$ cat config.mk
export PLATFORM = sky130hd
export DESIGN_NAME = fpe_ram
export DESIGN_NICKNAME = d
export VERILOG_FILES = /design/src/rtl/core/fpe_ram.sv
export SDC_FILE = /design/constraint.sdc
export NUM_CORES = 1
export LEC_CHECK = 0
export BUFFER_PORTS_ARGS = -buffer_cell sky130_fd_sc_hd__buf_2
export CORE_ASPECT_RATIO = 0.9
export CORE_MARGIN = 4
export CORE_UTILIZATION = 45
export DETAILED_ROUTE_END_ITERATION = 10
export SLEW_MARGIN = 15
export SYNTH_ARGS = -nofsm -noshare
export SYNTH_HDL_FRONTEND = slang
export SYNTH_SLANG_ARGS = --single-unit
$ cat constraint.sdc
create_clock -name clk -period 5.3 [get_ports clk]
set_input_delay 0 -clock clk [delete_from_list [all_inputs] [get_ports clk]]
set_output_delay 0 -clock clk [all_outputs]
set_load 0.05 [all_outputs]
$ cat src/rtl/core/fpe_ram.sv
// fpe_ram: generic single-write, single-read RAM with registered read.
// No dependencies.
`timescale 1ns / 1ps
`default_nettype none

module fpe_ram #(
  parameter int WIDTH = 32,
  parameter int DEPTH = 16
) (
  input  wire logic                     clk,
  input  wire logic                     we,
  input  wire logic [$clog2(DEPTH)-1:0] waddr,
  input  wire logic [WIDTH-1:0]         wdata,
  input  wire logic [$clog2(DEPTH)-1:0] raddr,
  output logic      [WIDTH-1:0]         rdata
);

  logic [WIDTH-1:0] mem_r [DEPTH];

  always_ff @(posedge clk) begin
    if (we) begin
      mem_r[waddr] <= wdata;
    end
    rdata <= mem_r[raddr];
  end

endmodule

`default_nettype wire

Yosys cells after proc, flatten, opt, wreduce, memory -nomap -nowiden
Memory sizes are Yosys's and may differ from the RTL's. A register that Yosys moved wholly into a read port is not among the register bits.
Cells that the tools add are included.
Widths: inputs -> output; s select.
{ "totals": {"ram_bits": 512, "mem_count": 1, "elab_cells": 3, "output_inout_bits": 32, "regBits": 0, "input_bits": 42} }
{ "mem_list": {"columns": ["name", "depth", "width", "read_ports", "rd_ports_with_merged_regs", "wr", "line", "text"], "rows": [
  ["mem_r", 16, 32, 1, 1, 1, "18", "logic [WIDTH-1:0] mem_r [DEPTH];"]
]} }
{ "classes": {"mux": 2} }
{ "ops": {"columns": ["cell", "count"], "rows": [
  ["$mux 1", 2]
]} }

Logic depth before layout (Yosys ltp)
{ "logic_depth": {"word_depth": 2, "ltp_mapped": 5, "depth_no_buf": 3} }

Least setup slack after synthesis
Ideal clock, no wire load.
{ "synth_timing": {"path_type": "input to register", "start": "input waddr[2]", "end": "memory mem_r[0][0] (enable)", "path_stages": 2, "setup_time_ns": 0.461, "slack_ns": 2.120, "required_time_ns": 4.839, "arrival_ns": 2.718, "path_buffers": 0, "cell_sequence": "or3b_2 > nor3_1"} }
{ "synth_rtl": {"columns": ["item", "line", "text"], "rows": [
  ["start: declaration", "12", "input wire logic [$clog2(DEPTH)-1:0] waddr,"],
  ["end: declaration", "18", null]
]} }
No word-level cell before the write port.

==> out/metrics.cfg <==
[grt]
grt_max_degree=94
grt_pass1_wl_um=62860
grt_pass1_vias=9665
grt_usage_pct=17.80
grt_overflow=0
antenna_found_initial=1

[hold_path]
worstHoldPathCells=3
holdPathEnd=mem_r[2][21]
hold_path.startpoint=waddr[3]
hp-class=in -> reg

[sta]
setup_viol_count_final=0
setup_slack_ns=3.425
timing.fmax_mhz=533.4
holdWs_ns=0.1170
min_period_over_period_pct=35.38
fin_skew_ns=0.01062
maxSlewViolCount=0
relSlewSlack_pct=28.57
tns_ns=0
tightest_slew_ns=1.071
rsz0062_at_grt=no
hold_violations=0
fin_crit_ns=1.875

[floorplanning]
start_util_pct=45.82
coreArea_um2=43330
die_h_um=207.3
dieArea_um2=47550
num_rows=72
ios=74
die_x_um=229.4

[finish]
insertedDiodeCount=0
postLayoutCoreUtil_pct=53.53
drive_above_1_share_pct=31.48
regArea_um2=16020
nets=1020
fill_cells=3318
synthToLayoutAreaGrowth_pct=16.84
multi_input_area_um2=3750

[setup_path]
crit_fanout=61
crit_path_start_kind=primary input
arrival_ns=2.34
cp-startpoint=raddr[0]
worst_path_max_delay_cell=buf_4
worstSetupPathType=in -> reg
critPathMaxStageDelay_ns=0.73
crit_chain=clkbuf_8, buf_4, mux4_2, a22oi_1, nand2_1
reg2reg_depth=3
required_ns=5.76
r2r_start=mem_r[11][13]
cp-end-kind=register
r2r_end=rdata[13]
r2r_setup_slack_ns=3.93

[synth]
synth_area_per_cell_um2=23.69
synthDistinctLibCells=18
yosysTopAreaCell=edfxtp_1
synthArstFlopShare_pct=0
synth.area.top_cells=edfxtp_1 77%, mux4_2 15%, dfxtp_1 3.2%
synth_commonest_cells=512 x edfxtp_1, 128 x mux4_2, 64 x a22oi_1, 33 x nand2_1, 32 x dfxtp_1
ys.flop_type=edfxtp_1
synth_edf_count=512
ys_warn_count=0
synth_nets=880
yosysMostFrequentCell=edfxtp_1
syn_area_um2=19850
seq_area_frac_synth_pct=80.67
ys_ff_latch=544
syn-instance-count=838
yosys.area.top_type_share_pct=77.44

[detailed_routing]
initialDrtViolationCount=791
vias=8983
drc_errors=0
ant_nets=0
drt_wl_total_um=41800
via_per_inst=5.562
avgRoutedWirePerCell_um=25.88
firstDrtPassIters=5

[clock_tree]
insertion_delay_ns=0.58
tritoncts=built
cts_made_buffers=54
clock-root-buffer=clkbuf_16
max-clock-path-buffers=3
cts.sinks=544
clk_pin_slew_ns=0.06
cts_htree_levels=2

[placement]
portBuffers=73
gp_congestion=0.6942
dp_hpwl_um=19860
place_ws_ns=2.778

[run]
cap_violations=0

[power]
leakage_nw=7.470
power_density_nw_per_um2=398.6
peakVddDrop_v=0.0002369

[run_status]
status=complete, no violations

[cell usage in the layout, fill, tap and decap left out, drive strengths merged, types with 2 or more instances in the layout]
| cell type | Yosys | layout |
|---|---|---|
| nor2 | 13 | 13 |
| bufinv | 0 | 7 |
| edfxtp | 512 | 512 |
| clkinv | 0 | 20 |
| nor3 | 4 | 4 |
| nand2 | 33 | 33 |
| nand2b | 2 | 2 |
| a22oi | 64 | 64 |
| nand3b | 2 | 2 |
| dlygate4sd3 | 0 | 32 |
| dfxtp | 32 | 32 |
| nor2b | 2 | 2 |
| buf | 26 | 94 |
| mux4 | 128 | 128 |
| clkbuf | 17 | 73 |
[layer usage]
metal	routed length, um	vias up	track usage (%)
li1	-	3850	-
met1	18980	4835	26.38
met2	19770	243	27.81
met3	2374	53	3.362
met4	663	2	4.406
met5	13	-	0
[worst max-delay path, delay by kind of cell]
kind                   cells  cell delay [ns]
AO/OA/AOI/OAI              1             0.21
buffers and inverters      2             1.29
multiplexers               1             0.60
AND/OR/NAND/NOR            1             0.08
[flip-flops by register name, summed over array words and instances (netlist names)]
name and cells:
rdata 32, mem_r 512
[what timing repair did]
item                                   in CTS  in global routing
endpoints found under the hold margin     512                  0
gates resized for setup                     0                  0
buffers inserted                            0                  0
hold buffers                               32                  0
[report_power, final]
part / switching, W / total [W] / internal (W)
combinational: 0.000342 / 0.000526 / 0.000184
clock: 0.00155 / 0.00388 / 0.00234
sequential: 0.0000270 / 0.00484 / 0.00481
total: 0.00191 / 0.00925 / 0.00733
[cells by family (layout without fill, tap and decap cells)]
family / count (synthesis) / in the layout / share of synthesized area, %
compound gates: 64 / 64 / 2.420
buf+inv: 43 / 228 / 1.122
flops: 544 / 544 / 80.67
mux: 128 / 128 / 14.52
simple gates: 59 / 59 / 1.273
[worst max-delay path by stage]
stage / end / slack [ns]
floorplan: mem_r[0][0] / 2.12
global placement: rdata[2] / 2.80
detailed placement: rdata[0] / 2.78
CTS: rdata[19] / 3.40
global route: rdata[0] / 3.13
finish: rdata[19] / 3.43
[area by class of cell]
type / count / area share [%]
timing repair buffer: 127 / 3.732
clock buffer: 72 / 6.521
multi-input combinational: 251 / 16.17
tap: 592 / 3.193
clock inverter: 29 / 1.348
sequential: 544 / 69.04
[metrics by stage]
step | std cells | instance area, um^2 | power, W
after floorplan | 838 | 19850 | 0.005255
after global placement | 1482 | 21050 | 0.005436
after detailed placement | 1482 | 21050 | 0.005443
after CTS | 1615 | 23200 | 0.009338
after global routing | 1615 | 23200 | 0.009556
final | 1615 | 23200 | 0.009246
No activity file was read; power rests on OpenSTA's default activity.
