==> src/rtl/core/fpe_pkg.sv <==
// fpe_pkg: widths, codes and helpers of the frustum plane extractor.
// No dependencies.
`timescale 1ns / 1ps
`default_nettype none

package fpe_pkg;

  localparam int COEF_W  = 32;   // Q16.16 coefficient
  localparam int ROOT_W  = 32;   // integer square root of 64-bit value
  localparam int SQ_W    = 64;   // squared normal length
  localparam int DVD_W   = 48;   // |coef| << 16
  localparam int IDX_W   = 4;
  localparam int PID_W   = 3;

  localparam logic [IDX_W-1:0] TRIGGER_IDX = 4'd15;
  localparam logic [PID_W-1:0] LAST_PLANE  = 3'd5;

  typedef logic signed [COEF_W-1:0] coef_t;

  // a + b or a - b, saturated to signed 32 bits
  function automatic coef_t sat_addsub(input coef_t a, input coef_t b, input logic sub);
    logic signed [COEF_W:0] s;
    begin
      s = sub ? ({a[COEF_W-1], a} - {b[COEF_W-1], b})
              : ({a[COEF_W-1], a} + {b[COEF_W-1], b});
      if (s[COEF_W] != s[COEF_W-1]) begin
        sat_addsub = s[COEF_W] ? {1'b1, {(COEF_W-1){1'b0}}} : {1'b0, {(COEF_W-1){1'b1}}};
      end else begin
        sat_addsub = s[COEF_W-1:0];
      end
    end
  endfunction

endpackage

`default_nettype wire

==> src/rtl/core/fpe_div.sv <==
// fpe_div: restoring unsigned divider, one quotient bit a cycle.
// Depends on fpe_pkg.
`timescale 1ns / 1ps
`default_nettype none

module fpe_div import fpe_pkg::*; (
  input  wire logic              clk,
  input  wire logic              rst_n,
  input  wire logic              start,
  input  wire logic [DVD_W-1:0]  dividend,
  input  wire logic [ROOT_W-1:0] divisor,
  output logic                   done,
  output logic [DVD_W-1:0]       quotient
);

  localparam int REM_W = ROOT_W + 1;
  localparam int CNT_W = $clog2(DVD_W);

  logic              busy_r, busy_nxt;
  logic              done_r, done_nxt;
  logic [CNT_W-1:0]  cnt_r, cnt_nxt;
  logic [DVD_W-1:0]  quo_r, quo_nxt;
  logic [REM_W-1:0]  rem_r, rem_nxt;
  logic [ROOT_W-1:0] dvs_r, dvs_nxt;
  logic [REM_W-1:0]  rem_t;
  logic              ge;

  // shift in one dividend bit, trial subtract
  always_comb begin
    rem_t = {rem_r[REM_W-2:0], quo_r[DVD_W-1]};
    ge    = (rem_t >= {1'b0, dvs_r});
    busy_nxt = busy_r;
    done_nxt = 1'b0;
    cnt_nxt  = cnt_r;
    quo_nxt  = quo_r;
    rem_nxt  = rem_r;
    dvs_nxt  = dvs_r;
    if (start) begin
      busy_nxt = 1'b1;
      cnt_nxt  = '0;
      quo_nxt  = dividend;
      rem_nxt  = '0;
      dvs_nxt  = divisor;
    end else if (busy_r) begin
      rem_nxt = ge ? (rem_t - {1'b0, dvs_r}) : rem_t;
      quo_nxt = {quo_r[DVD_W-2:0], ge};
      cnt_nxt = cnt_r + 1'b1;
      if (cnt_r == CNT_W'(DVD_W - 1)) begin
        busy_nxt = 1'b0;
        done_nxt = 1'b1;
      end
    end
  end

  always_ff @(posedge clk) begin
    if (!rst_n) begin
      busy_r <= 1'b0;
      done_r <= 1'b0;
    end else begin
      busy_r <= busy_nxt;
      done_r <= done_nxt;
    end
    cnt_r <= cnt_nxt;
    quo_r <= quo_nxt;
    rem_r <= rem_nxt;
    dvs_r <= dvs_nxt;
  end

  assign done     = done_r;
  assign quotient = quo_r;

endmodule

`default_nettype wire

==> config.mk <==
export PLATFORM = sky130hd
export DESIGN_NAME = fpe_div
export DESIGN_NICKNAME = d
export VERILOG_FILES = /design/src/rtl/core/fpe_pkg.sv /design/src/rtl/core/fpe_div.sv
export SDC_FILE = /design/constraint.sdc
export NUM_CORES = 1
export LEC_CHECK = 0
export BUFFER_PORTS_ARGS = -buffer_cell sky130_fd_sc_hd__buf_2
export CORE_ASPECT_RATIO = 0.75
export CORE_MARGIN = 3
export CORE_UTILIZATION = 49
export DETAILED_ROUTE_END_ITERATION = 10
export PLACE_DENSITY_LB_ADDON = 0.08
export SYNTH_ARGS = -nofsm -noshare
export SYNTH_HDL_FRONTEND = slang
export SYNTH_SLANG_ARGS = --single-unit
==> constraint.sdc <==
create_clock -name clk -period 3.2 [get_ports clk]
set_input_delay 0.16 -clock clk [delete_from_list [all_inputs] [get_ports clk]]
set_output_delay 0.16 -clock clk [all_outputs]
set_load 0.02 [all_outputs]
## Word-level counts from Yosys, hierarchy flattened

Cells that the tools add are included.

- Bitwise logic cells: 2
- Multiplexer cells: 7
- Reductions and logical operators: 2
- Magnitude comparators: 1
- $add $sub $neg: 2
- Eq/ne operators: 1

Operators by type and width:

| kind | count |
|---|---|
| $mux 48 | 2 |
| $ge 33x32->1 | 1 |
| $mux 32 | 1 |
| $sub 32x32->32 | 1 |
| $add 6x1->6 const B | 1 |
| $eq 6x6->1 const B | 1 |
| $mux 1 | 4 |
| $reduce_or 3->1 | 1 |
| $not 1->1 | 2 |
| $reduce_bool 2->1 | 1 |

- Word-level logic and storage cells: 21
- Output and inout port bits: 49
- Register bits: 120

## Depth between registers and ports, before layout

- Depth in word-level cells: 4
- Depth in mapped cells: 12

## Least setup slack after synthesis

No wires, ideal clock.

- Kind: register to register
- Start point: reg quo_r[47], in the netlist quotient[47]
- End point: reg rem_r[30]
- Arrival: 2.722 ns
- Stages on the path, launching flop included: 12
- Data required time: 3.078 ns
- Period minus slack after synthesis: 2.844 ns
- Path slack: 0.356 ns
- Path buffers: 0
- Cell sequence: edfxtp_1 > inv_1 > ha_1 > fa_1 > nor2b_1 > o31ai_1 > a211o_1 > a31oi_1 > a211o_2 > a41oi_4 > o221a_2 > a311o_1

- Word-level cells in the longest chain between the ends: 2

RTL lines:

| item | line | text |
|---|---|---|
| start: declaration | fpe_div.sv:22 | `logic [DVD_W-1:0] quo_r, quo_nxt;` |
| start signal: assignment | fpe_div.sv:64 | `quo_r <= quo_nxt;` |
| $sub 32x32->32 or $ge 33x32->1 (tied branches) | fpe_div.sv:45, fpe_div.sv:31 |  |
| $mux 32 (*) | fpe_div.sv:45 | `rem_nxt = ge ? (rem_t - {1'b0, dvs_r}) : rem_t;` |
| end signal: assignment | fpe_div.sv:65 | `rem_r <= rem_nxt;` |
| end: declaration | fpe_div.sv:23 | `logic [REM_W-1:0] rem_r, rem_nxt;` |

Mark *: on every way between the ends. The rest lies on a longest branch, timed or not.
A chain may end at the register's enable or synchronous reset.

## Worst setup path in the final report

- Start point: reg dvs_r[1]
- End point: reg rem_r[30]

- Word-level cells in the longest chain between the ends: 2

RTL lines:

| item | line | text |
|---|---|---|
| start: declaration | fpe_div.sv:24 | `logic [ROOT_W-1:0] dvs_r, dvs_nxt;` |
| start signal: assignment | fpe_div.sv:66 | `dvs_r <= dvs_nxt;` |
| $sub 32x32->32 or $ge 33x32->1 (tied branches) | fpe_div.sv:45, fpe_div.sv:31 |  |
| $mux 32 (*) | fpe_div.sv:45 |  |

Marks and branches as above.

==> results.cfg <==
[status]
status = finished clean

[placed_design]
gp_congestion = 0.891
hpwl_mm = 12.3
portBuffers = 131
pre_cts_ws_ps = 200
placed_cell_area_um2 = 7620

[grt]
grt_max_degree = 49
grt_pass1_vias = 5640
grt_usage_pct = 24.1
grt_pass1_wl_mm = 28.6
grt_antenna_before_repair = 0
grt.overflow.total = 0

[critical_path]
required_ps = 3520
crit_slowest_cell = edfxtp_1
critPathArrivalTime_ps = 3370
r2r-end = rem_r[30]
r2r_cells = 12
cpPeakStageDelay_ps = 420
cp.buffers_inverters = 2
worstSetupStartpoint = dvs_r[1]
cp_cell_sequence = inv_1 -> ha_1 -> nor2b_1 -> o211ai_1 -> nand3b_1 -> a21o_1 -> o21ai_1 -> a21oi_1 -> o21a_1 -> buf_4 -> o221a_2 -> a311o_1
ff2ff_setup_slack_ps = 140
start_kind = flop
endpoint_kind = flop
path_depth = 12
r2r-start = dvs_r[1]
path_delay_family = compound AO/OA/AOI/OAI gates
crit_end = rem_r[30]
critPathMaxFanout = 11
path_class = reg -> reg

[floorplanning]
num_rows = 36
io_pins = 132
initial_core_util_pct = 50.6
fp.dieArea_um2 = 15000
die_y_um = 107
coreArea_um2 = 13100
die_x_um = 140

[logic_synthesis]
ys_seq_elements = 120
synth_flop_cell = edfxtp_1
synth.distinct_cells = 59
yosysSeqAreaShare_pct = 48.3
synth_area_per_cell_um2 = 10.5
synth_cells = 629
synth_edf_count = 80
syn-cell-area_um2 = 6640
syn-num-nets = 746
ys_warn_count = 0
async_flop_share_pct = 0

[detailed_routing]
viasPerCell = 5.65
firstDrtPassIters = 5
drtIter0Drc = 483
routed-via-count = 5654
drcViolationCount = 0
totalWireLength_mm = 17.5
wl_per_cell_um = 17.5
drtAntennaViolNets = 0

[power_and_ir_drop]
p_clk_share_pct = 41.2
powerDensity_nw_per_um2 = 575
p_sw_share_pct = 28.1
peakVddDrop_mv = 0.488
p_comb_share_pct = 20.6
p_leak_nw = 3.71
power.internal_mw = 3.55
sequentialPowerShare_pct = 38.3
p_sw_mw = 1.39

[timing]
rsz0062_at_grt = false
relSlewSlack_pct = 58.0
hold_viol = 0
setup_ws_ps = 144
period_needed_ps = 3060
setup_viol = 0
final_max_slew_viol_count = 0
finalCritPeriodShare_pct = 95.5
worst_clock_skew_ps = 16.0
fin_setup_tns_ps = 0
tightest_slew_ps = 623
max_freq_mhz = 327

[clock_tree]
root_buffer = clkbuf_16
clk_latency_ps = 420
cts.path.max_buffers = 2
htreeDepth = 4
cts_tree = yes
path_clk_slew_ps = 60
cts_num_sinks = 120
cts_inserted_buffers = 17

[job]
maxCapViolCount = 0

[worst_hold_path]
hold_class = in -> reg

[final_layout]
stdcell_area_um2 = 8590
drive_gt1_share_pct = 30.6
layout.nets = 933
area_growth_pct = 29.4
n_antenna_cell = 0
[metrics by stage]
stage          utilization [%]  power (mW)  cells  hold slack (ps)
2_1_floorplan                -        2.57    629              259
3_3_place_gp              58.1        2.86    934              336
3_5_place_dp              58.1        2.89    934              338
4_1_cts                   65.4        4.96    999             23.2
5_1_grt                   65.5        5.16   1000             29.3
6_report                  65.5        4.94   1000             35.4
[power by group through the flow]
stage                     clock, mW  sequential, mW  combinational, mW
final                          2.03            1.89               1.01
after global routing           2.14            1.91               1.11
after CTS                      2.06            1.89               1.01
after detailed placement          0            1.92              0.967
after global placement            0            1.91              0.944
after floorplan                   0            1.98              0.583
[worst register-to-register path, cell delays in order (launching register included)]
cell and delay [ps]:
edfxtp_1 420, inv_1 80, ha_1 240, nor2b_1 150, o211ai_1 250, nand3b_1 160, a21o_1 210, o21ai_1 230
a21oi_1 170, o21a_1 250, buf_4 200, o221a_2 270, a311o_1 310
[state kept, by name, summed over array words and instances, names as in the netlist]
name	count
dvs_r	32
busy_r	1
quotient	48
rem_r	32
done	1
cnt_r	6
[Yosys cell counts (6+ instances only)]
cell type	number	area share, %
a211oi_1	6	0.68
a21o_1	16	1.8
a21oi_1	42	3.2
a311oi_1	14	1.8
and3_1	6	0.57
buf_2	6	0.45
clkbuf_1	14	0.79
dfxtp_1	40	12
edfxtp_1	80	36
ha_1	33	6.2
inv_1	48	2.7
mux2_2	47	8.0
nand2_1	35	2.0
nand3_1	23	1.7
nand4_1	7	0.66
nor2_1	49	2.8
nor4_1	9	0.85
o211ai_1	12	1.4
o21a_1	11	1.2
o21ai_0	36	2.7
xnor2_1	11	1.5
xor2_1	13	1.7
[layout make-up]
cell class                      instances  area [um^2]
Tap cell                              171          214
Sequential cell                       120         3200
Multi-Input combinational cell        437         3150
Clock inverter                         15          200
Timing Repair Buffer                  192         1210
Fill cell                            1069         4520
Clock buffer                           17          425
Inverter                               48          180
[cell usage in the layout (no fill, tap or decap), types with 33 or more instances in the layout]
| master | instances |
|---|---|
| nand2_1 | 35 |
| dfxtp_1 | 40 |
| inv_1 | 47 |
| nor2_1 | 49 |
| o21ai_0 | 36 |
| a21oi_1 | 42 |
| ha_1 | 33 |
| edfxtp_1 | 80 |
| mux2_2 | 47 |
| buf_2 | 130 |
| dlygate4sd3_1 | 33 |
[worst min-delay path by stage]
stage / start / to / slack, ps / cells past startpoint
2_1_floorplan: divisor[0] / dvs_r[0] / 260 / 0
3_3_place_gp: divisor[21] / dvs_r[21] / 340 / 1
3_5_place_dp: divisor[3] / dvs_r[3] / 340 / 1
4_1_cts: dividend[9] / quotient[9] / 20 / 2
5_1_grt: dividend[18] / quotient[18] / 30 / 2
6_report: dividend[13] / quotient[13] / 40 / 2
[metal layers]
metal	part of all wire (%)	vias up	global-route usage [%]
met1	45	2721	33.2
met3	7.8	15	6.60
li1	-	2736	-
met5	0	-	0
met2	46	182	37.3
met4	1.3	0	7.47
[cells by family (layout without fill, tap and decap cells)]
group | after synthesis | after routing | share of synthesized area (%)
AOI/OAI and AO/OA | 175 | 175 | 18.1
xor gates and xnor gates | 24 | 24 | 3.17
adders and majority gates | 34 | 34 | 6.52
buffers and inverters | 72 | 272 | 4.30
DFF | 120 | 120 | 48.3
muxes | 48 | 48 | 8.13
and+or+nand+nor | 156 | 156 | 11.5
[what timing repair did]
item | 4_1_cts | 5_1_grt
setup buffers | 0 | 1
endpoints found under the setup margin | 0 | 2
hold buffers | 33 | 0
endpoints found under the hold margin | 34 | 0
resized for setup | 0 | 1
Note: power is estimated with default switching activity, not from simulation.
