--- config.mk ---
export PLATFORM = sky130hd
export DESIGN_NAME = fpe_sqrt
export DESIGN_NICKNAME = d
export VERILOG_FILES = /design/src/rtl/core/fpe_pkg.sv /design/src/rtl/core/fpe_sqrt.sv
export SDC_FILE = /design/constraint.sdc
export NUM_CORES = 1
export LEC_CHECK = 0
export BUFFER_PORTS_ARGS = -buffer_cell sky130_fd_sc_hd__buf_2
export CORE_MARGIN = 2
export CORE_UTILIZATION = 57
export CTS_CLUSTER_DIAMETER = 50
export DETAILED_ROUTE_END_ITERATION = 6
export PLACE_DENSITY_LB_ADDON = 0.3
export SYNTH_ARGS = -nofsm -noshare
export SYNTH_HDL_FRONTEND = slang
export SYNTH_SLANG_ARGS = --single-unit
--- constraint.sdc ---
create_clock -name clk -period 4 [get_ports clk]
set_clock_uncertainty 0.05 [all_clocks]
set_input_delay 0.8 -clock clk [delete_from_list [all_inputs] [get_ports clk]]
set_output_delay 0.8 -clock clk [all_outputs]
set_load 0.01 [all_outputs]
--- src/rtl/core/fpe_pkg.sv ---
// fpe_pkg: widths, codes and helpers of the frustum plane extractor.
// No dependencies.
`timescale 1ns / 1ps
`default_nettype none

package fpe_pkg;

  localparam int COEF_W  = 32;   // Q16.16 coefficient
  localparam int ROOT_W  = 32;   // integer square root of 64-bit value
  localparam int SQ_W    = 64;   // squared normal length
  localparam int DVD_W   = 48;   // |coef| << 16
  localparam int IDX_W   = 4;
  localparam int PID_W   = 3;

  localparam logic [IDX_W-1:0] TRIGGER_IDX = 4'd15;
  localparam logic [PID_W-1:0] LAST_PLANE  = 3'd5;

  typedef logic signed [COEF_W-1:0] coef_t;

  // a + b or a - b, saturated to signed 32 bits
  function automatic coef_t sat_addsub(input coef_t a, input coef_t b, input logic sub);
    logic signed [COEF_W:0] s;
    begin
      s = sub ? ({a[COEF_W-1], a} - {b[COEF_W-1], b})
              : ({a[COEF_W-1], a} + {b[COEF_W-1], b});
      if (s[COEF_W] != s[COEF_W-1]) begin
        sat_addsub = s[COEF_W] ? {1'b1, {(COEF_W-1){1'b0}}} : {1'b0, {(COEF_W-1){1'b1}}};
      end else begin
        sat_addsub = s[COEF_W-1:0];
      end
    end
  endfunction

endpackage

`default_nettype wire

--- src/rtl/core/fpe_sqrt.sv ---
// fpe_sqrt: bit-pair restoring integer square root, one result bit a cycle.
// Depends on fpe_pkg.
`timescale 1ns / 1ps
`default_nettype none

module fpe_sqrt import fpe_pkg::*; (
  input  wire logic              clk,
  input  wire logic              rst_n,
  input  wire logic              start,
  input  wire logic [SQ_W-1:0]   radicand,
  output logic                   done,
  output logic [ROOT_W-1:0]      root
);

  localparam int REM_W = ROOT_W + 3;
  localparam int CNT_W = $clog2(ROOT_W);

  logic              busy_r, busy_nxt;
  logic              done_r, done_nxt;
  logic [CNT_W-1:0]  cnt_r, cnt_nxt;
  logic [SQ_W-1:0]   rad_r, rad_nxt;
  logic [REM_W-1:0]  rem_r, rem_nxt;
  logic [ROOT_W-1:0] root_r, root_nxt;
  logic [REM_W-1:0]  rem_t, trial;
  logic              ge;

  // one trial subtract per cycle
  always_comb begin
    rem_t = {rem_r[REM_W-3:0], rad_r[SQ_W-1:SQ_W-2]};
    trial = {1'b0, root_r, 2'b01};
    ge    = (rem_t >= trial);
    busy_nxt = busy_r;
    done_nxt = 1'b0;
    cnt_nxt  = cnt_r;
    rad_nxt  = rad_r;
    rem_nxt  = rem_r;
    root_nxt = root_r;
    if (start) begin
      busy_nxt = 1'b1;
      cnt_nxt  = '0;
      rad_nxt  = radicand;
      rem_nxt  = '0;
      root_nxt = '0;
    end else if (busy_r) begin
      rem_nxt  = ge ? (rem_t - trial) : rem_t;
      root_nxt = {root_r[ROOT_W-2:0], ge};
      rad_nxt  = {rad_r[SQ_W-3:0], 2'b00};
      cnt_nxt  = cnt_r + 1'b1;
      if (cnt_r == CNT_W'(ROOT_W - 1)) begin
        busy_nxt = 1'b0;
        done_nxt = 1'b1;
      end
    end
  end

  always_ff @(posedge clk) begin
    if (!rst_n) begin
      busy_r <= 1'b0;
      done_r <= 1'b0;
    end else begin
      busy_r <= busy_nxt;
      done_r <= done_nxt;
    end
    cnt_r  <= cnt_nxt;
    rad_r  <= rad_nxt;
    rem_r  <= rem_nxt;
    root_r <= root_nxt;
  end

  assign done = done_r;
  assign root = root_r;

endmodule

`default_nettype wire

# Word-level counts from Yosys, hierarchy flattened
# Index checks and enable logic that the tools add are counted.
[op_classes] add_sub_neg=2 n_mux=7 n_eq_ne=1 n_reduce_logical=2 order_cmp=1 n_bitwise=2
[op_table] op="$mux W64" n=2
[op_table] op="$ge A35 B34 Y1" n=1
[op_table] op="$mux W33" n=1
[op_table] op="$sub A33 B33 Y33" n=1
[op_table] op="$add A5 B1 Y5 const B" n=1
[op_table] op="$eq A5 B5 Y1 const B" n=1
[op_table] op="$mux W1" n=4
[op_table] op="$reduce_or A3 Y1" n=1
[op_table] op="$not A1 Y1" n=2
[op_table] op="$reduce_bool A2 Y1" n=1
[totals] register_bits=136 elab_cells=21

# Logic depth before layout (Yosys ltp)
# Gate-level depths: netlist of the first run.
[depth] word_depth=4 mapped_depth=14

# Least setup slack after synthesis of the first run
# OpenSTA, ideal clock, no wires.
[synth_timing] kind="input-to-reg" from="input port start" to="register rad_r[0] (enable)" required_ns=3.531 n_path_buf=2 slack_ns=0.747 arrival_time_ns=2.785 stages=4 setup_ns=0.419 path_cell_list="clkbuf_1 > clkbuf_1 > nor2_1 > inv_1"
[synth_via] elab_chain_cells=1
[synth_rtl] item="start, declared" line_no="fpe_sqrt.sv:9" source="input wire logic start,"
[synth_rtl] item="$reduce_bool A2 Y1 (no line)"
[synth_rtl] item="end signal, assigned" line_no="fpe_sqrt.sv:65" source="rad_r <= rad_nxt;"
[synth_rtl] item="end, declared" line_no="fpe_sqrt.sv:21" source="logic [SQ_W-1:0] rad_r, rad_nxt;"
# Every way passes these cells.
# A chain may end at the register's enable or synchronous reset.

# Final worst setup path of the first run
[layout_timing] from="register root_r[11], in the netlist root[11]" to="register rem_r[1]"
[layout_via] elab_chain_cells=2
[layout_rtl] item="start, declared" line_no="fpe_sqrt.sv:23" source="logic [ROOT_W-1:0] root_r, root_nxt;"
[layout_rtl] item="start signal, assigned" line_no="fpe_sqrt.sv:67" source="root_r <= root_nxt;"
[layout_rtl] item="$ge A35 B34 Y1" line_no="fpe_sqrt.sv:31" source="ge = (rem_t >= trial);"
[layout_rtl] item="$mux W33" line_no="fpe_sqrt.sv:45" source="rem_nxt = ge ? (rem_t - trial) : rem_t;"
[layout_rtl] item="end signal, assigned" line_no="fpe_sqrt.sv:66" source="rem_r <= rem_nxt;"
[layout_rtl] item="end, declared" line_no="fpe_sqrt.sv:22" source="logic [REM_W-1:0] rem_r, rem_nxt;"
# Every way passes these cells.

==> reports/summary.txt, run 1 <==
status - finished, final reports clean
DP HPWL - 10900 um
Switch Pwr - 2.39 mW
critical path cell sequence - inv_1 -> ha_1 -> nand4_1 -> or3_4 -> o21ai_4 -> a31oi_4 -> o31ai_4 -> buf_4 -> mux2_4 -> a211oi_2
layout cells sized above 1 - 25.7%
CTS tree - yes
GRT Residual Overflow - 0
Die ar. - 0.0142 mm^2
fill cell count - 1041
clock network power share - 23.6%
Finished Cell Area - 0.00871 mm^2
combinational family with the most area after synthesis - multiplexers
root buf cell - clkbuf_16
initial antenna violation count - 0
hold path depth - 2
ant diodes - 0
die height - 119 um
post-synthesis sequential area ratio - 44.4%
R2R Path Start - root[11]$_SDFFE_PP0P_
sink of the worst hold path - rem_r[8]$_SDFFE_PP0P_
dpl ws - 0.497 ns
PwrDens - 725 mW/mm^2
PostCTS Resize Cnt - 0
Tot GR Track Use - 23.0%
final hold violation count - 0
Worst Path Required - 4.28 ns
P_int - 3.92 mW
worst hold start - rem_r[8]$_SDFFE_PP0P_
Fin Setup TNS - 0 ns
Synth cell types - 64
first-pass GRT wire length - 26400 um
switching share of power - 37.9%
syn nets - 835
CP bufs+invs - 2
WL/cell - 15.7 um
RSZ-0062 raised after global routing - false
vias in the first global route - 5503
H-tree levels - 4
CP Data Arrival Time - 3.80 ns
area of the core - 0.0131 mm^2
part of the power in registers - 27.9%
Iter 0 DRT Violations - 433
clock slew at reported path FFs - 0.05 ns
Largest delay share family, worst path - compound AO/OA/AOI/OAI gates
flop2flop setup slack - 0.48 ns
RePlAce Congestion - 0.890
crit path max fanout - 14
Post-Synth Simple-Gate Area - 10.2%
Post-synth EDFFs - 64
Worst setup EP type - flop
MaxCap Viol Count - 0
Mapped Cells - 732
Logic pwr share - 48.5%
CP startpoint - root[11]$_SDFFE_PP0P_
Syn-to-layout area delta - 15.1%
CTS Hold Bufs - 0
synth top area cells - edfxtp_1, dfxtp_1, mux2_2, mux2i_1, ha_1
CP Class - reg2reg
Synth Flop Type - dfxtp_1
worst vdd ir - 0.461 mV
Cell Area, Placed - 0.00814 mm^2
worst rel slew slack - 24.5%
Post-Syn Area per Cell - 10.3 um^2
cell taking the most area after synthesis - edfxtp_1
Vias/cell - 5.60
# setup viols final - 0
Initial Utilization - 57.9%
Antenna Nets Post-Route - 0
worst-margin pin slew - 1.13 ns
Synth top area share - 25.4%
port buffer count - 99
Worst path max stage delay - 0.73 ns
cts bufs inserted - 17
async set-reset flop share out of synthesis - 0%
mux contribution to synthesized area - 16.8%
layout net count - 915
Final period util - 88.0%
Seq cells post-synth - 136
std cell rows - 42
vias - 5604
Reg-to-Reg End - rem_r[1]$_SDFFE_PP0P_
Pre-Repair DR Iteration Count - 5
Die W - 119 um
adder-cell share of the synthesized area - 5.95%
Max Freq - 0.284 GHz
Synth Area in Compound Gates - 14.0%
top-level I/O count - 100
YS warnings - 0
min Tclk post-route - 3.52 ns
reg2reg path depth - 10
Post-CTS Repair Setup Buffers - 0
LEAKAGE - 3.67 nW
Slew Limit Fails - 0
DRC Markers - 0
Synth Cell Area - 0.00757 mm^2
Hold/Removal Path Class - reg2reg
fin cells - 1001
XOR/XNOR Fraction of Synth Area - 3.47%
final setup margin - 0.482 ns
Routed WL - 15700 um
CTS Buffer Depth - 2
Placed Cells - 969
largest net degree at the start of global routing - 135
startpoint types - flop
Slowest-stage cell, CP - o31ai_4
Clock Latency Late Sink - 0.42 ns
# clock sinks - 136
power by group through the flow:
stage,clock network [mW],registers [mW],logic [mW]
after floorplan,0,1.75,2.61
after global placement,0,1.78,2.98
after detailed placement,0,1.79,3.03
after CTS,1.52,1.76,3.06
after global routing,1.58,1.78,3.36
final,1.49,1.76,3.06
synth_stat cells (15+ instances only):
cell type,instances
xnor2_1,21
clkbuf_1,29
a21o_1,15
dfxtp_1,72
ha_1,36
a211oi_1,26
nor2_1,90
edfxtp_1,64
o21ai_0,15
mux2_2,62
nand2_1,34
inv_1,45
a21oi_1,33
mux2i_1,56
worst reg2reg max path, cell delays in order, from the launching register on:
cell and delay, ns:
dfxtp_1 0.38, inv_1 0.07, ha_1 0.42, nand4_1 0.15, or3_4 0.42, o21ai_4 0.19, a31oi_4 0.14, o31ai_4 0.73
buf_4 0.37, mux2_4 0.33, a211oi_2 0.21
how the worst max path moves through the flow:
| stage | to | slack, ns | depth (start not counted) |
|---|---|---|---|
| after detailed placement | rem_r[1]$_SDFFE_PP0P_ | 0.50 | 10 |
| after global routing | rem_r[1]$_SDFFE_PP0P_ | 0.26 | 10 |
| after CTS | rem_r[1]$_SDFFE_PP0P_ | 0.45 | 10 |
| after global placement | rem_r[1]$_SDFFE_PP0P_ | 0.57 | 10 |
| final | rem_r[1]$_SDFFE_PP0P_ | 0.48 | 10 |
| after floorplan | rad_r[0]$_SDFFCE_PN0P_ | 0.75 | 4 |
final cells by class:
class	instances	area (um^2)	area share, %
Clock buffer	22	475	5.46
Clock inverter	10	93.8	1.08
Inverter	45	169	1.94
Multi-Input combinational cell	508	3820	43.9
Sequential cell	136	3370	38.7
Tap cell	176	220	2.53
Timing Repair Buffer	104	561	6.44
cells by family after synthesis:
group                      after synthesis
and+or+nand+nor                        175
adders and majority gates               36
buffers and inverters                   88
xor gates and xnor gates                30
DFF                                    136
AOI/OAI and AO/OA                      148
muxes                                  119
sequential cells by signal, indices dropped and copies added, names as in the netlist:
| signal | cells |
|---|---|
| rad_r | 64 |
| rem_r | 33 |
| root | 32 |
| cnt_r | 5 |
| busy_r | 1 |
| done | 1 |
cell usage in the layout (no fill, tap or decap), types with 8 or more instances in the layout:
cell and count:
buf_2 98, nor2_1 90, dfxtp_1 71, edfxtp_1 64, mux2_2 62, mux2i_1 56, inv_1 44, ha_1 36
nand2_1 34, a21oi_1 33, a211oi_1 26, xnor2_1 21, clkbuf_16 18, o21ai_0 15, a21o_1 15, o21ai_1 11
o21a_1 11, xor2_1 9, nand4_1 9, nor3_1 9, nand3_1 8
through the flow:
step	utilization [%]	power, mW	hold WS [ns]
finish	66.6	6.31	0.439
global route	66.6	6.73	0.455
CTS	66.6	6.34	0.437
detailed placement	62.2	4.82	0.429
global placement	62.2	4.76	0.414
floorplan	-	4.36	0.393
metal layers:
metal	up-vias	GRT usage, %	wire length [um]
met3	23	7.66	987
li1	2805	-	-
met5	-	0	0
met1	2632	29.7	7050
met4	0	6.62	272
met2	144	36.9	7400
Note: power is estimated with default switching activity, not from simulation.
==> run 2: changes to the inputs <==
Settings changed: CELL_PAD_IN_SITES_DETAIL_PLACEMENT set to 1, CELL_PAD_IN_SITES_GLOBAL_PLACEMENT set to 2, CORE_UTILIZATION 57 to 38.
==> run 2 against run 1 <==
- clock power grew 7%
- final cell count grew 9.0%
- sequential share of layout area decreased by 0.53 points
- non-clock buffer count is 1 higher
- fmax is 6.5% higher
- global-route usage shrank 5.6 points
- worst hold slack gained 0.0071 ns
- cell area is 1.4% higher
- sequential power barely moved
- critical path depth is 1 higher
- worst setup slack improved by 0.21 ns
- largest cell class unchanged
==> reports/summary.txt, run 2 (synthesized netlist as in run 1, its figures left out) <==
dpl ws - 0.710 ns (was 0.497 ns)
# setup viols final - 0 (unchanged)
initial antenna violation count - 0 (unchanged)
worst-margin pin slew - 0.877 ns (was 1.13 ns)
min Tclk post-route - 3.30 ns (was 3.52 ns)
Iter 0 DRT Violations - 244 (was 433)
status - finished, final reports clean (unchanged)
vias in the first global route - 5962 (was 5503)
MaxCap Viol Count - 0 (unchanged)
final hold violation count - 0 (unchanged)
Fin Setup TNS - 0 ns (unchanged)
layout cells sized above 1 - 26.2% (was 25.7%)
die height - 145 um (was 119 um)
Worst Path Required - 4.28 ns (about the same)
final setup margin - 0.696 ns (was 0.482 ns)
fin cells - 1091 (was 1001)
first-pass GRT wire length - 30100 um (was 26400 um)
critical path cell sequence - inv_1 -> ha_1 -> and3_1 -> nand2_1 -> nor4_1 -> nand2_1 -> a31o_2 -> o31ai_4 -> buf_4 -> mux2_4 -> a211oi_2 (was inv_1 -> ha_1 -> nand4_1 -> or3_4 -> o21ai_4 -> a31oi_4 -> o31ai_4 -> buf_4 -> mux2_4 -> a211oi_2)
H-tree levels - 4 (unchanged)
Die ar. - 0.0211 mm^2 (was 0.0142 mm^2)
LEAKAGE - 3.67 nW (about the same)
CP Data Arrival Time - 3.58 ns (was 3.80 ns)
total power - 6.48 mW (was 6.31 mW)
Slowest-stage cell, CP - ha_1 (was o31ai_4)
Pre-Repair DR Iteration Count - 4 (was 5)
GRT Residual Overflow - 0 (unchanged)
WL/cell - 16.5 um (was 15.7 um)
root buf cell - clkbuf_16 (unchanged)
Placed Cells - 1059 (was 969)
Post-CTS Repair Setup Buffers - 0 (unchanged)
PostCTS Resize Cnt - 0 (unchanged)
ant diodes - 0 (unchanged)
Clock Latency Late Sink - 0.42 ns (about the same)
max FFs per register - 64 (unchanged)
largest net degree at the start of global routing - 74 (was 135)
most frequent cells in the layout - buf_2, nor2_1, dfxtp_1, edfxtp_1, mux2_2 (unchanged)
critical path's most frequent cell - nand2_1
Final period util - 82.6% (was 88.0%)
Reg with most FFs - rad_r (unchanged)
port buffer count - 99 (unchanged)
startpoint types - flop (unchanged)
Worst path max stage delay - 0.54 ns (was 0.73 ns)
cts bufs inserted - 17 (unchanged)
crit path max fanout - 30 (was 14)
DRC Markers - 0 (unchanged)
worst vdd ir - 0.444 mV (was 0.461 mV)
worst rel slew slack - 41.3% (was 24.5%)
clock slew at reported path FFs - 0.07 ns (was 0.05 ns)
RSZ-0062 raised after global routing - false (unchanged)
RePlAce Congestion - 0.830 (was 0.890)
Antenna Nets Post-Route - 0 (unchanged)
layout net count - 916 (was 915)
# clock sinks - 136 (unchanged)
Routed WL - 18000 um (was 15700 um)
fill cell count - 2212 (was 1041)
Worst setup EP type - flop (unchanged)
DP HPWL - 12700 um (was 10900 um)
Vias/cell - 5.16 (was 5.60)
CTS Buffer Depth - 2 (unchanged)
WHS - 0.446 ns (was 0.439 ns)
vias - 5633 (was 5604)
Max Freq - 0.303 GHz (was 0.284 GHz)
Die W - 145 um (was 119 um)
CTS tree - yes (unchanged)
commonest non-fill, non-tap cell in the layout - buf_2 (unchanged)
std cell rows - 51 (was 42)
Slew Limit Fails - 0 (unchanged)
PwrDens - 734 mW/mm^2 (was 725 mW/mm^2)
Tot GR Track Use - 17.3% (was 23.0%)
Syn-to-layout area delta - 16.6% (was 15.1%)
top-level I/O count - 100 (unchanged)
CP Class - reg2reg (unchanged)
Initial Utilization - 38.8% (was 57.9%)
CTS Hold Bufs - 0 (unchanged)
Hold/Removal Path Class - reg2reg (unchanged)
area of the core - 0.0195 mm^2 (was 0.0131 mm^2)
[run 2: cell count changes in the layout (fill, tap and decap cells not counted), sizes merged]
cell,previous run,this run
buf,104,105
clkbuf,22,17
clkinv,6,2
clkinvlp,1,2
inv,47,55
[run 2: critical path, delay by kind of cell (launching register included)]
kind / cells / cell delay [ns]
compound gates: 3 / 0.53
fa+ha+maj: 1 / 0.54
buf+inv: 2 / 0.50
flops: 1 / 0.37
mux: 1 / 0.35
simple gates: 4 / 0.85
[run 2: path summary, 6_finish.rpt]
check	depth (start not counted)	to	slack, ns	startpoint
setup / recovery	11	rem_r[1]$_SDFFE_PP0P_	0.70	root[20]$_SDFFE_PP0P_
hold / removal	2	rem_r[31]$_SDFFE_PP0P_	0.45	rem_r[31]$_SDFFE_PP0P_
setup reg to reg	11	rem_r[1]$_SDFFE_PP0P_	0.70	root[20]$_SDFFE_PP0P_
hold reg to reg	2	rem_r[31]$_SDFFE_PP0P_	0.45	rem_r[31]$_SDFFE_PP0P_
[run 2: per-stage QoR]
step	utilization [%]	area, um^2
after floorplan	-	7570
after global placement	42.2	8230
after detailed placement	42.2	8230
after CTS	45.2	8830
after global routing	45.2	8830
final	45.2	8830
[run 2: metal layers]
metal	track usage (%)	vias to the layer above	wire length, um
li1	-	2795	-
met1	21.8	2731	8270
met2	29.3	97	8670
met3	5.35	10	952
met4	4.02	0	129
met5	0	-	0
[run 2: cell type report]
type / instances / area [um^2] / share of cell area, %
Inverter: 45 / 169 / 1.91
Clock inverter: 15 / 170 / 1.93
Clock buffer: 17 / 425 / 4.82
Tap cell: 265 / 332 / 3.76
Multi-Input combinational cell: 508 / 3820 / 43.3
Sequential cell: 136 / 3370 / 38.1
Timing Repair Buffer: 105 / 543 / 6.15
[run 2: where the power goes]
group | switching (mW) | leakage, nW | internal [mW]
clock network | 0.702 | 0.288 | 0.893
logic | 1.76 | 2.15 | 1.35
registers | 0.120 | 1.23 | 1.65
total | 2.59 | 3.67 | 3.90
==> run 3: changes to the inputs <==
Clock period 4 ns to 3.05 ns, I/O delays scaled along.
==> run 3 against run 2 <==
- clock-buffer cell count stayed put
- final cell count is 2.9% higher
- worst hold slack worse by 0.091 ns
- worst setup slack worse by 0.57 ns
- die area stayed put
- largest cell class unchanged
==> reports/summary.txt, run 3 (synthesized netlist as in run 1, its figures left out) <==
initial antenna violation count - 0 (unchanged)
largest net degree at the start of global routing - 135 (was 74)
clock network power share - 22.1% (was 24.6%)
final setup margin - 0.124 ns (was 0.696 ns)
startpoint types - flop (unchanged)
std cell rows - 51 (unchanged)
commonest non-fill, non-tap cell in the layout - buf_2 (unchanged)
MaxCap Viol Count - 0 (unchanged)
Cell Area, Placed - 0.00843 mm^2 (was 0.00823 mm^2)
Reg with most FFs - rad_r (unchanged)
top-level I/O count - 100 (unchanged)
storage element area - 0.00337 mm^2 (about the same)
layout cells sized above 1 - 31.7% (was 26.2%)
Largest delay share family, worst path - compound AO/OA/AOI/OAI gates (was simple AND/OR/NAND/NOR gates)
final hold violation count - 0 (unchanged)
first-pass GRT wire length - 30700 um (was 30100 um)
ant diodes - 0 (unchanged)
DRC Markers - 0 (unchanged)
die height - 145 um (unchanged)
PwrDens - 1010 mW/mm^2 (was 734 mW/mm^2)
critical path cell sequence - inv_1 -> ha_1 -> o2111ai_1 -> and3_4 -> o21a_4 -> o21ai_4 -> a31oi_4 -> o31ai_4 -> buf_4 -> buf_4 -> mux2i_1 -> a211oi_1 (was inv_1 -> ha_1 -> and3_1 -> nand2_1 -> nor4_1 -> nand2_1 -> a31o_2 -> o31ai_4 -> buf_4 -> mux2_4 -> a211oi_2)
total power - 9.29 mW (was 6.48 mW)
Tot GR Track Use - 17.5% (was 17.3%)
min Tclk post-route - 2.93 ns (was 3.30 ns)
Worst setup EP type - flop (unchanged)
crit path max fanout - 6 (was 30)
vias in the first global route - 6155 (was 5962)
Fin Setup TNS - 0 ns (unchanged)
vias - 5772 (was 5633)
Routed WL - 18600 um (was 18000 um)
Hold/Removal Path Class - in2reg (was reg2reg)
Logic pwr share - 52.8% (was 48.1%)
# setup viols final - 0 (unchanged)
Final period util - 95.9% (was 82.6%)
DP HPWL - 12800 um (was 12700 um)
Slew Limit Fails - 0 (unchanged)
fill cell count - 2191 (was 2212)
Placed Cells - 1081 (was 1059)
Max Freq - 0.342 GHz (was 0.303 GHz)
cts bufs inserted - 17 (unchanged)
Slowest-stage cell, CP - ha_1 (unchanged)
Worst path max stage delay - 0.39 ns (was 0.54 ns)
Die ar. - 0.0211 mm^2 (unchanged)
fin cells - 1123 (was 1091)
WHS - 0.355 ns (was 0.446 ns)
most frequent cells in the layout - buf_2, nor2_1, dfxtp_1, edfxtp_1, mux2_2 (unchanged)
Switch Pwr - 3.61 mW (was 2.59 mW)
Core Util, Final - 47.2% (was 45.2%)
max FFs per register - 64 (unchanged)
status - finished, final reports clean (unchanged)
layout net count - 948 (was 916)
RSZ-0062 raised after global routing - true (was false)
Syn-to-layout area delta - 21.9% (was 16.6%)
switching share of power - 38.8% (was 39.9%)
CTS Buffer Depth - 2 (unchanged)
part of the power in registers - 25.0% (was 27.3%)
Initial Utilization - 38.8% (unchanged)
RePlAce Congestion - 0.844 (was 0.830)
# clock sinks - 136 (unchanged)
CTS tree - yes (unchanged)
WL/cell - 16.6 um (was 16.5 um)
worst rel slew slack - 47.9% (was 41.3%)
worst-margin pin slew - 0.782 ns (was 0.877 ns)
Pre-Repair DR Iteration Count - 4 (unchanged)
Clock Latency Late Sink - 0.42 ns (about the same)
Die W - 145 um (unchanged)
CTS Hold Bufs - 0 (unchanged)
P_int - 5.68 mW (was 3.90 mW)
root buf cell - clkbuf_16 (unchanged)
dpl ws - 0.00748 ns (was 0.710 ns)
Worst Path Required - 3.27 ns (was 4.28 ns)
Iter 0 DRT Violations - 212 (was 244)
critical path's most frequent cell - buf_4 (was nand2_1)
Vias/cell - 5.14 (was 5.16)
area of the core - 0.0195 mm^2 (unchanged)
GRT Residual Overflow - 0 (unchanged)
CP Class - reg2reg (unchanged)
H-tree levels - 4 (unchanged)
worst vdd ir - 0.645 mV (was 0.444 mV)
LEAKAGE - 3.84 nW (was 3.67 nW)
Antenna Nets Post-Route - 0 (unchanged)
CP bufs+invs - 3 (was 2)
clock slew at reported path FFs - 0.06 ns (was 0.07 ns)
CP Data Arrival Time - 3.15 ns (was 3.58 ns)
Multi-input gate area - 0.00394 mm^2 (was 0.00382 mm^2)
port buffer count - 99 (unchanged)
Finished Cell Area - 0.00923 mm^2 (was 0.00883 mm^2)
==> run 3: worst paths after layout <==
path / from / to / slack (ns) / depth (start not counted)
max: root[2]$_SDFFE_PP0P_ / rem_r[23]$_SDFFE_PP0P_ / 0.12 / 12
max reg2reg: root[2]$_SDFFE_PP0P_ / rem_r[23]$_SDFFE_PP0P_ / 0.12 / 12
min: rst_n / busy_r$_SDFF_PN0_ / 0.35 / 2
min reg2reg: rem_r[24]$_SDFFE_PP0P_ / rem_r[24]$_SDFFE_PP0P_ / 0.46 / 2
==> run 3: cell type report <==
| class | instances | share of cell area, % |
|---|---|---|
| Clock buffer | 17 | 4.61 |
| Timing Repair Buffer | 137 | 8.99 |
| Tap cell | 265 | 3.59 |
| Multi-Input combinational cell | 508 | 42.7 |
| Sequential cell | 136 | 36.5 |
| Inverter | 45 | 1.87 |
| Clock inverter | 15 | 1.68 |
==> run 3: worst reg2reg max path: cells and delay by family, from the launching register on <==
family / cells / cell delay (ns)
buffers and inverters: 3 / 0.37
muxes: 1 / 0.28
AOI/OAI and AO/OA: 6 / 1.15
and+or+nand+nor: 1 / 0.18
adders and majority gates: 1 / 0.39
DFF: 1 / 0.37
==> run 3: layer usage <==
layer  routed length (um)  global-route usage (%)  part of all wire, %
met1                 8540                    22.1                   46
met2                 8990                    29.3                   48
met3                  908                    5.22                  4.9
met4                  180                    4.26                 0.97
met5                    0                       0                    0
==> run 3: power by group through the flow <==
stage | clock network [mW] | logic (mW) | registers [mW]
after floorplan | 0 | 3.42 | 2.30
after global placement | 0 | 4.18 | 2.35
after detailed placement | 0 | 4.24 | 2.36
after CTS | 2.11 | 4.28 | 2.32
after global routing | 2.19 | 5.36 | 2.36
final | 2.06 | 4.90 | 2.33
==> run 3: repair_timing <==
action,CTS,global route
setup buffers,0,9
resized for setup,1,30
pin swaps,0,3
setup endpoints to repair,1,32
gates cloned,0,1
